==> src/rtl/ipid_pkg.sv <==
// ----------------------------------------------------------------------------
// ipid_pkg
// shared constants, register codes and control types of the integer pid
// ----------------------------------------------------------------------------
`default_nettype none

package ipid_pkg;

  localparam int LIMIT_BITS = 10;
  localparam int ISHIFT     = 10;
  localparam int TL_W       = LIMIT_BITS + 2;

  localparam logic [31:0] LIMIT_VAL = 32'(1) << LIMIT_BITS;
  localparam logic [31:0] NEG_LIMIT = 32'(0) - LIMIT_VAL;

  typedef enum logic [2:0] {
    REG_P_GAIN    = 3'd0,
    REG_I_GAIN    = 3'd1,
    REG_D_GAIN    = 3'd2,
    REG_OUT_MIN   = 3'd3,
    REG_OUT_RANGE = 3'd4,
    REG_DERIV_MEAS = 3'd5,
    REG_RUNNING   = 3'd6
  } cfg_reg_t;

  typedef struct packed {
    logic load;
    logic prop;
    logic deriv;
    logic integ;
    logic addi;
    logic clamp;
    logic scale;
    logic finish;
  } ipid_cmd_t;

  typedef struct packed {
    logic running;
  } ipid_sts_t;

endpackage

`default_nettype wire

==> src/rtl/ipid_ctrl.sv <==
// ----------------------------------------------------------------------------
// ipid_ctrl
// sequencer of one control tick through the shared multiplier datapath
// ----------------------------------------------------------------------------
`default_nettype none

module ipid_ctrl import ipid_pkg::*; (
  input  wire logic      clk,
  input  wire logic      rst,
  input  wire logic      tick_valid,
  output logic           tick_stall,
  output logic           result_valid,
  input  wire logic      result_stall,
  input  wire ipid_sts_t sts,
  output ipid_cmd_t      cmd
);

  typedef enum logic [7:0] {
    S_IDLE  = 8'b0000_0001,
    S_PROP  = 8'b0000_0010,
    S_DERIV = 8'b0000_0100,
    S_INTEG = 8'b0000_1000,
    S_ADDI  = 8'b0001_0000,
    S_CLAMP = 8'b0010_0000,
    S_SCALE = 8'b0100_0000,
    S_OUT   = 8'b1000_0000
  } state_t;

  state_t state, state_next;
  logic   result_valid_next;
  logic   out_free;

  assign out_free   = !result_valid || !result_stall;
  assign tick_stall = (state != S_IDLE);

  always_comb begin
    cmd        = '0;
    state_next = state;
    case (state)
      S_IDLE: begin
        cmd.load = tick_valid;
        if (tick_valid && sts.running) begin
          state_next = S_PROP;
        end
      end
      S_PROP: begin
        cmd.prop   = 1'b1;
        state_next = S_DERIV;
      end
      S_DERIV: begin
        cmd.deriv  = 1'b1;
        state_next = S_INTEG;
      end
      S_INTEG: begin
        cmd.integ  = 1'b1;
        state_next = S_ADDI;
      end
      S_ADDI: begin
        cmd.addi   = 1'b1;
        state_next = S_CLAMP;
      end
      S_CLAMP: begin
        cmd.clamp  = 1'b1;
        state_next = S_SCALE;
      end
      S_SCALE: begin
        cmd.scale  = 1'b1;
        state_next = S_OUT;
      end
      S_OUT: begin
        cmd.finish = out_free;
        if (out_free) begin
          state_next = S_IDLE;
        end
      end
      default: begin
        state_next = S_IDLE;
      end
    endcase
  end

  always_comb begin
    result_valid_next = result_valid;
    if (cmd.finish) begin
      result_valid_next = 1'b1;
    end else if (result_valid && !result_stall) begin
      result_valid_next = 1'b0;
    end
  end

  always_ff @(posedge clk) begin
    if (rst) begin
      state        <= S_IDLE;
      result_valid <= 1'b0;
    end else begin
      state        <= state_next;
      result_valid <= result_valid_next;
    end
  end

endmodule

`default_nettype wire

==> src/rtl/ipid_dpath.sv <==
// ----------------------------------------------------------------------------
// ipid_dpath
// gain registers, controller history and shared multiplier datapath
// ----------------------------------------------------------------------------
`default_nettype none

module ipid_dpath import ipid_pkg::*; (
  input  wire logic               clk,
  input  wire logic               rst,
  input  wire logic               cfg_wr,
  input  wire logic [2:0]         cfg_index,
  input  wire logic [15:0]        cfg_data,
  input  wire logic signed [31:0] target_value,
  input  wire logic signed [31:0] measured_value,
  input  wire ipid_cmd_t          cmd,
  output ipid_sts_t               sts,
  output logic signed [17:0]      drive,
  output logic                    at_target,
  output logic                    clamped_high,
  output logic                    clamped_low
);

  logic signed [15:0] p_gain, i_gain, d_gain, output_min;
  logic        [15:0] output_range;
  logic               deriv_meas;
  logic               running;

  logic [31:0] acc, prev_err, prev_meas;
  logic        lim_hi, lim_lo;

  logic [31:0]     err, meas, diff, prod, total;
  logic [TL_W-1:0] tl;
  logic            sub;

  logic signed [16:0] mul_a;
  logic signed [31:0] mul_b;
  logic signed [48:0] mul_full;
  logic               hold;
  logic               hi, lo;
  logic [31:0]        clamped, tl_full, scaled;

  assign sts.running = running;

  always_comb begin
    if (cmd.prop) begin
      mul_a = {p_gain[15], p_gain};
      mul_b = $signed(err);
    end else if (cmd.deriv) begin
      mul_a = {d_gain[15], d_gain};
      mul_b = $signed(diff);
    end else if (cmd.integ) begin
      mul_a = {i_gain[15], i_gain};
      mul_b = $signed(acc);
    end else begin
      mul_a = $signed({1'b0, output_range});
      mul_b = $signed({{(32 - TL_W){1'b0}}, tl});
    end
  end

  assign mul_full = mul_a * mul_b;

  assign hold = (lim_hi && $signed(err) > 0) || (lim_lo && $signed(err) < 0);

  assign hi      = $signed(total) > $signed(LIMIT_VAL);
  assign lo      = $signed(total) < $signed(NEG_LIMIT);
  assign clamped = hi ? LIMIT_VAL : (lo ? NEG_LIMIT : total);
  assign tl_full = clamped + LIMIT_VAL;

  assign scaled = 32'($signed(prod) >>> (LIMIT_BITS + 1)) + 32'($signed(output_min));

  // configuration and controller history
  always_ff @(posedge clk) begin
    if (rst) begin
      p_gain       <= '0;
      i_gain       <= '0;
      d_gain       <= '0;
      output_min   <= '0;
      output_range <= '0;
      deriv_meas   <= 1'b1;
      running      <= 1'b0;
      acc          <= '0;
      prev_err     <= '0;
      prev_meas    <= '0;
      lim_hi       <= 1'b0;
      lim_lo       <= 1'b0;
    end else begin
      if (cfg_wr) begin
        case (cfg_reg_t'(cfg_index))
          REG_P_GAIN:     p_gain       <= cfg_data;
          REG_I_GAIN:     i_gain       <= cfg_data;
          REG_D_GAIN:     d_gain       <= cfg_data;
          REG_OUT_MIN:    output_min   <= cfg_data;
          REG_OUT_RANGE:  output_range <= cfg_data;
          REG_DERIV_MEAS: deriv_meas   <= cfg_data[0];
          REG_RUNNING:    running      <= cfg_data[0];
          default: begin
          end
        endcase
      end
      if (cmd.prop) begin
        if (!hold) begin
          acc <= acc + err;
        end
        if (deriv_meas) begin
          prev_meas <= meas;
        end else begin
          prev_err <= err;
        end
      end
      if (cmd.clamp) begin
        lim_hi <= hi;
        lim_lo <= lo;
      end
    end
  end

  // per-tick working registers
  always_ff @(posedge clk) begin
    if (cmd.load) begin
      err  <= target_value - measured_value;
      meas <= measured_value;
    end
    if (cmd.prop) begin
      diff <= deriv_meas ? (meas - prev_meas) : (err - prev_err);
      sub  <= deriv_meas;
    end
    if (cmd.prop || cmd.deriv || cmd.integ || cmd.scale) begin
      prod <= mul_full[31:0];
    end
    if (cmd.deriv) begin
      total <= prod;
    end
    if (cmd.integ) begin
      total <= sub ? (total - prod) : (total + prod);
    end
    if (cmd.addi) begin
      total <= total + 32'($signed(prod) >>> ISHIFT);
    end
    if (cmd.clamp) begin
      tl <= tl_full[TL_W-1:0];
    end
    if (cmd.finish) begin
      drive        <= $signed(scaled[17:0]);
      at_target    <= (err == '0);
      clamped_high <= lim_hi;
      clamped_low  <= lim_lo;
    end
  end

endmodule

`default_nettype wire

==> src/rtl/integer_pid_controller_top.sv <==
// ----------------------------------------------------------------------------
// integer_pid_controller_top
// integer pid controller with anti-windup and scaled, clamped drive output
// ----------------------------------------------------------------------------
// Usage:
//   tick channel (tick_valid / tick_stall) carries target_value and
//   measured_value; a transfer happens when valid is high and stall low.
//   result channel (result_valid / result_stall) carries drive, at_target,
//   clamped_high and clamped_low.
//   cfg channel (cfg_valid / cfg_ready, cfg_index, cfg_data) writes the
//   gain, scaling, mode and run registers; cfg_ready is always high and
//   writes are to be made while no tick is in flight; the block does not enforce this.
//   While running, a tick runs from its transfer to result_valid through
//   the one shared 17x32 multiplier used for the p, d, i and scaling
//   products, and a new tick is taken only once that result is set.
//   When stopped, ticks are taken every cycle and give no result.
//   A stalled result holds in the output register; the next tick is taken
//   meanwhile and waits in its last step until the result is transferred.
//   Reset clears history, gains and flags, selects derivative on
//   measurement and stops the controller.
// ----------------------------------------------------------------------------
`default_nettype none

module integer_pid_controller_top import ipid_pkg::*; (
  input  wire logic               clk,
  input  wire logic               rst,
  input  wire logic               tick_valid,
  output logic                    tick_stall,
  input  wire logic signed [31:0] target_value,
  input  wire logic signed [31:0] measured_value,
  output logic                    result_valid,
  input  wire logic               result_stall,
  output logic signed [17:0]      drive,
  output logic                    at_target,
  output logic                    clamped_high,
  output logic                    clamped_low,
  input  wire logic               cfg_valid,
  output logic                    cfg_ready,
  input  wire logic [2:0]         cfg_index,
  input  wire logic [15:0]        cfg_data
);

  ipid_cmd_t cmd;
  ipid_sts_t sts;

  assign cfg_ready = 1'b1;

  ipid_ctrl u_ctrl (
    .clk          (clk),
    .rst          (rst),
    .tick_valid   (tick_valid),
    .tick_stall   (tick_stall),
    .result_valid (result_valid),
    .result_stall (result_stall),
    .sts          (sts),
    .cmd          (cmd)
  );

  ipid_dpath u_dpath (
    .clk            (clk),
    .rst            (rst),
    .cfg_wr         (cfg_valid && cfg_ready),
    .cfg_index      (cfg_index),
    .cfg_data       (cfg_data),
    .target_value   (target_value),
    .measured_value (measured_value),
    .cmd            (cmd),
    .sts            (sts),
    .drive          (drive),
    .at_target      (at_target),
    .clamped_high   (clamped_high),
    .clamped_low    (clamped_low)
  );

  a_busy_after_tick: assert property (@(posedge clk) disable iff (rst)
    (tick_valid && !tick_stall && sts.running) |=> tick_stall)
    else $error("running tick transfer did not start a computation");

  a_prop_then_deriv: assert property (@(posedge clk) disable iff (rst)
    cmd.prop |=> cmd.deriv)
    else $error("derivative step did not follow proportional step");

  a_clamp_exclusive: assert property (@(posedge clk) disable iff (rst)
    result_valid |-> !(clamped_high && clamped_low))
    else $error("both clamp flags set on one result");

endmodule

`default_nettype wire
==> config.mk <==
export PLATFORM = sky130hd
export DESIGN_NAME = integer_pid_controller_top
export DESIGN_NICKNAME = d
export VERILOG_FILES = /design/src/rtl/ipid_pkg.sv /design/src/rtl/ipid_ctrl.sv /design/src/rtl/ipid_dpath.sv /design/src/rtl/integer_pid_controller_top.sv
export SDC_FILE = /design/constraint.sdc
export NUM_CORES = 2
export LEC_CHECK = 0
export BUFFER_PORTS_ARGS = -buffer_cell sky130_fd_sc_hd__buf_2
export CAP_MARGIN = 20
export CORE_AREA = 10 10 363 365
export DETAILED_ROUTE_END_ITERATION = 12
export DIE_AREA = 0 0 373 375
export GPL_TIMING_DRIVEN = 0
export PLACE_DENSITY = 0.52
export SKIP_LAST_GASP = 1
export SLEW_MARGIN = 20
export SYNTH_ARGS = -nofsm -noshare
export SYNTH_HDL_FRONTEND = slang
export SYNTH_SLANG_ARGS = --single-unit
==> constraint.sdc <==
create_clock -name clk -period 21.8 [get_ports clk]
set_clock_uncertainty 0.05 [all_clocks]
set_input_delay 2.18 -clock clk [delete_from_list [all_inputs] [get_ports clk]]
set_output_delay 2.18 -clock clk [all_outputs]
set_load 0.02 [all_outputs]
==> flow_metrics.env <==
export IMPL_die_x_um=373
export IMPL_ir_drop_uv=49.9
export IMPL_dp_hpwl_um=98200
export IMPL_critPathLaunchType="register"
export IMPL_cts_resized_gates=0
export IMPL_power_share_combinational=0.153
export IMPL_period_share=0.472
export IMPL_antenna_found_initial=1
export IMPL_core_mm2=0.125
export IMPL_cts_hold_buf=0
export IMPL_critPathMostFrequentCell="fa_1"
export IMPL_grt_start_max_net_pins=30
export IMPL_post_place_ws_ns=11.60
export IMPL_criticalPathCategory="register to register"
export IMPL_layout_setup_ws_ns=11.51
export IMPL_hold_path_class="register to register"
export IMPL_yosys_warnings=0
export IMPL_n_fill_cell=13078
export IMPL_p_sw_w=0.000525
export IMPL_fin_setup_tns_ns=0
export IMPL_grt_pass1_vias=30503
export IMPL_maxCapViolCount=0
export IMPL_finalSetupViolations=0
export IMPL_synth_fp_nets=5004
export IMPL_htreeDepth=2
export IMPL_io_pins=112
export IMPL_intPower_w=0.00135
export IMPL_seq_area_mm2=0.00961
export IMPL_slew_viol_final=0
export IMPL_fin_area_mm2=0.0414
export IMPL_relSlewSlack=0.212
export IMPL_yosys_most_used_dff="edfxtp_1"
export IMPL_synth_most_common_cell="nand2_1"
export IMPL_synth_edf_count=194
export IMPL_clkSlewWorstSetupHoldPaths_ns=0.06
export IMPL_fin_crit_ns=10.29
export IMPL_cp_max_fo=10
export IMPL_switching_share=0.280
export IMPL_slowest_stage="buf_1"
export IMPL_drcViolationCount=0
export IMPL_drive_gt1_frac=0.0558
export IMPL_cp_end_kind="register"
export IMPL_p_per_area_mw_per_mm2=45.3
export IMPL_p_clk_frac=0.419
export IMPL_antenna_left=0
export IMPL_seq_power_share=0.428
export IMPL_netlist_instances=4291
export IMPL_die_area_mm2=0.140
export IMPL_ys_seq_area_frac=0.260
export IMPL_ys_seq_elements=383
export IMPL_rsz0062_at_grt="no"
export IMPL_root_buffer="clkbuf_16"
export IMPL_firstDrtPassIters=6
export IMPL_nets=5174
export IMPL_cts_made_buffers=45
export IMPL_num_rows=130
export IMPL_clock_fmax_mhz=97.1
export IMPL_ys_top_cells_by_area="fa_1 (18%), edfxtp_1 (16%), dfxtp_1 (10%)"
export IMPL_detail_route_wl_per_cell_um=19.4
export IMPL_tightest_slew_ns=1.18
export IMPL_initial_core_util=0.296
export IMPL_dpl_cell_area_mm2=0.0398
export IMPL_cts_setup_buffers=0
export IMPL_clk_latency_ns=0.61
export IMPL_num_vias=30496
export IMPL_grt_usage=0.166
export IMPL_avgSynthCellArea_um2=8.61
export IMPL_yosysTopAreaCellShare=0.177
export IMPL_grt_overflow=0
export IMPL_portBuffers=110
export IMPL_dp_cells=6064
export IMPL_cts_tree="built"
export IMPL_cts_sinks=383
export IMPL_vias_per_cell=4.96
export IMPL_layout_cells_non_filler=6147
export IMPL_first_iter_violations=1833
export IMPL_cp_required_ns=22.07
export IMPL_synth_area_leader_cell="fa_1"
export IMPL_cts_buffer_depth=3
export IMPL_multiInputGateArea_mm2=0.0249
export IMPL_n_antenna_cell=0
export IMPL_final_util=0.331
export IMPL_synth_area_mm2=0.0370
export IMPL_grt_pass1_wl_um=183000
export IMPL_die_y_um=375
export IMPL_arrival_ns=10.56
export IMPL_leakagePower_nw=17.7
export IMPL_async_reset_ff_frac=0
export IMPL_status="finished, final reports clean"
export IMPL_cpPeakStageDelay_ns=0.80
export IMPL_wirelength_um=119000
export IMPL_ys_types=87
export IMPL_syn_to_final_growth_pct=11.9
export IMPL_timing_final_hold_violations=0
export IMPL_gp_congestion=0.936
export IMPL_synthTopCellsByCount="nand2_1 (665), inv_1 (533), a21oi_1 (395), nor2_1 (343), fa_1 (326)"
==> metrics by stage <==
step | total power (W) | hold WS, ns
global route | 0.00196 | 0.417
CTS | 0.00189 | 0.405
global placement | 0.00110 | 0.391
finish | 0.00187 | 0.402
floorplan | 0.00102 | 0.372
detailed placement | 0.00110 | 0.396
==> cell usage in the layout, fill, tap and decap left out, drive strengths merged, types with 26 or more instances in the layout <==
cell,n
and2,41
a22oi,32
nand3,54
fa,326
a21oi,396
and3,27
o21a,36
nor2,344
dfxtp,189
nand2b,49
nor4,26
nand2,666
xnor2,172
ha,299
edfxtp,194
inv,538
nor2b,43
nor3,42
a21o,114
buf,143
xor2,85
o21bai,31
o21ai,140
clkbuf,183
mux2i,34
==> critical path: cells and delay by family (launching register included) <==
| family | cells | cell delay (ns) |
|---|---|---|
| mux | 1 | 0.21 |
| flops | 1 | 0.44 |
| xor+xnor | 1 | 0.15 |
| simple gates | 4 | 0.66 |
| buf+inv | 8 | 2.71 |
| compound gates | 9 | 2.35 |
| fa+ha+maj | 7 | 3.45 |
==> metal layers <==
| metal | track usage | wire [um] | vias to the layer above |
|---|---|---|---|
| met5 | 0 | 13 | - |
| met4 | 0.0432 | 3270 | 2 |
| met3 | 0.0213 | 6720 | 177 |
| met2 | 0.283 | 55500 | 843 |
| li1 | - | - | 14764 |
| met1 | 0.221 | 53800 | 14710 |
==> layout make-up <==
class,count,share of cell area
plain buffers,147,0.0139
clock buffers,56,0.0300
well taps,1650,0.0499
clock inverters,27,0.00657
repair buffers,123,0.0176
multi-input cells,3226,0.601
inverters,535,0.0486
flip-flops and latches,383,0.232
==> power groups by stage <==
stage               Sequential (W)  Combinational [W]  Clock, W
finish                    0.000803           0.000286  0.000786
global route              0.000805           0.000323  0.000832
CTS                       0.000803           0.000286  0.000803
detailed placement        0.000818           0.000285         0
global placement          0.000819           0.000281         0
floorplan                 0.000805           0.000210         0
==> kinds of logic after synthesis <==
kind of cell,Yosys count,synth area share
AND/OR/NAND/NOR,1363,0.162
AO/OA/AOI/OAI,945,0.160
buffers and inverters,682,0.0698
adder cells (fa/ha/maj),625,0.278
flip-flops,383,0.260
XOR/XNOR,258,0.0615
multiplexers,34,0.00921
other,1,0.000101
==> final timing paths <==
kind                    startpoint                    end  slack [ns]  cells past startpoint
min          u_dpath.prev_meas[17]  u_dpath.prev_meas[17]        0.40                      2
max reg2reg        u_ctrl.state[1]       u_dpath.prod[31]       11.51                     30
min reg2reg  u_dpath.prev_meas[17]  u_dpath.prev_meas[17]        0.40                      2
max                u_ctrl.state[1]       u_dpath.prod[31]       11.51                     30
==> sequential cells by signal (all words and copies together) (netlist names), 16 cells and up <==
register and flops:
u_dpath.acc 32, u_dpath.diff 32, u_dpath.err 32, u_dpath.meas 32, u_dpath.prev_err 32, u_dpath.prev_meas 32
u_dpath.prod 32, u_dpath.total 32, u_dpath.drive 18, u_dpath.d_gain 16, u_dpath.i_gain 16, u_dpath.output_min 16
u_dpath.output_range 16, u_dpath.p_gain 16
No activity file was read; power rests on OpenSTA's default activity.
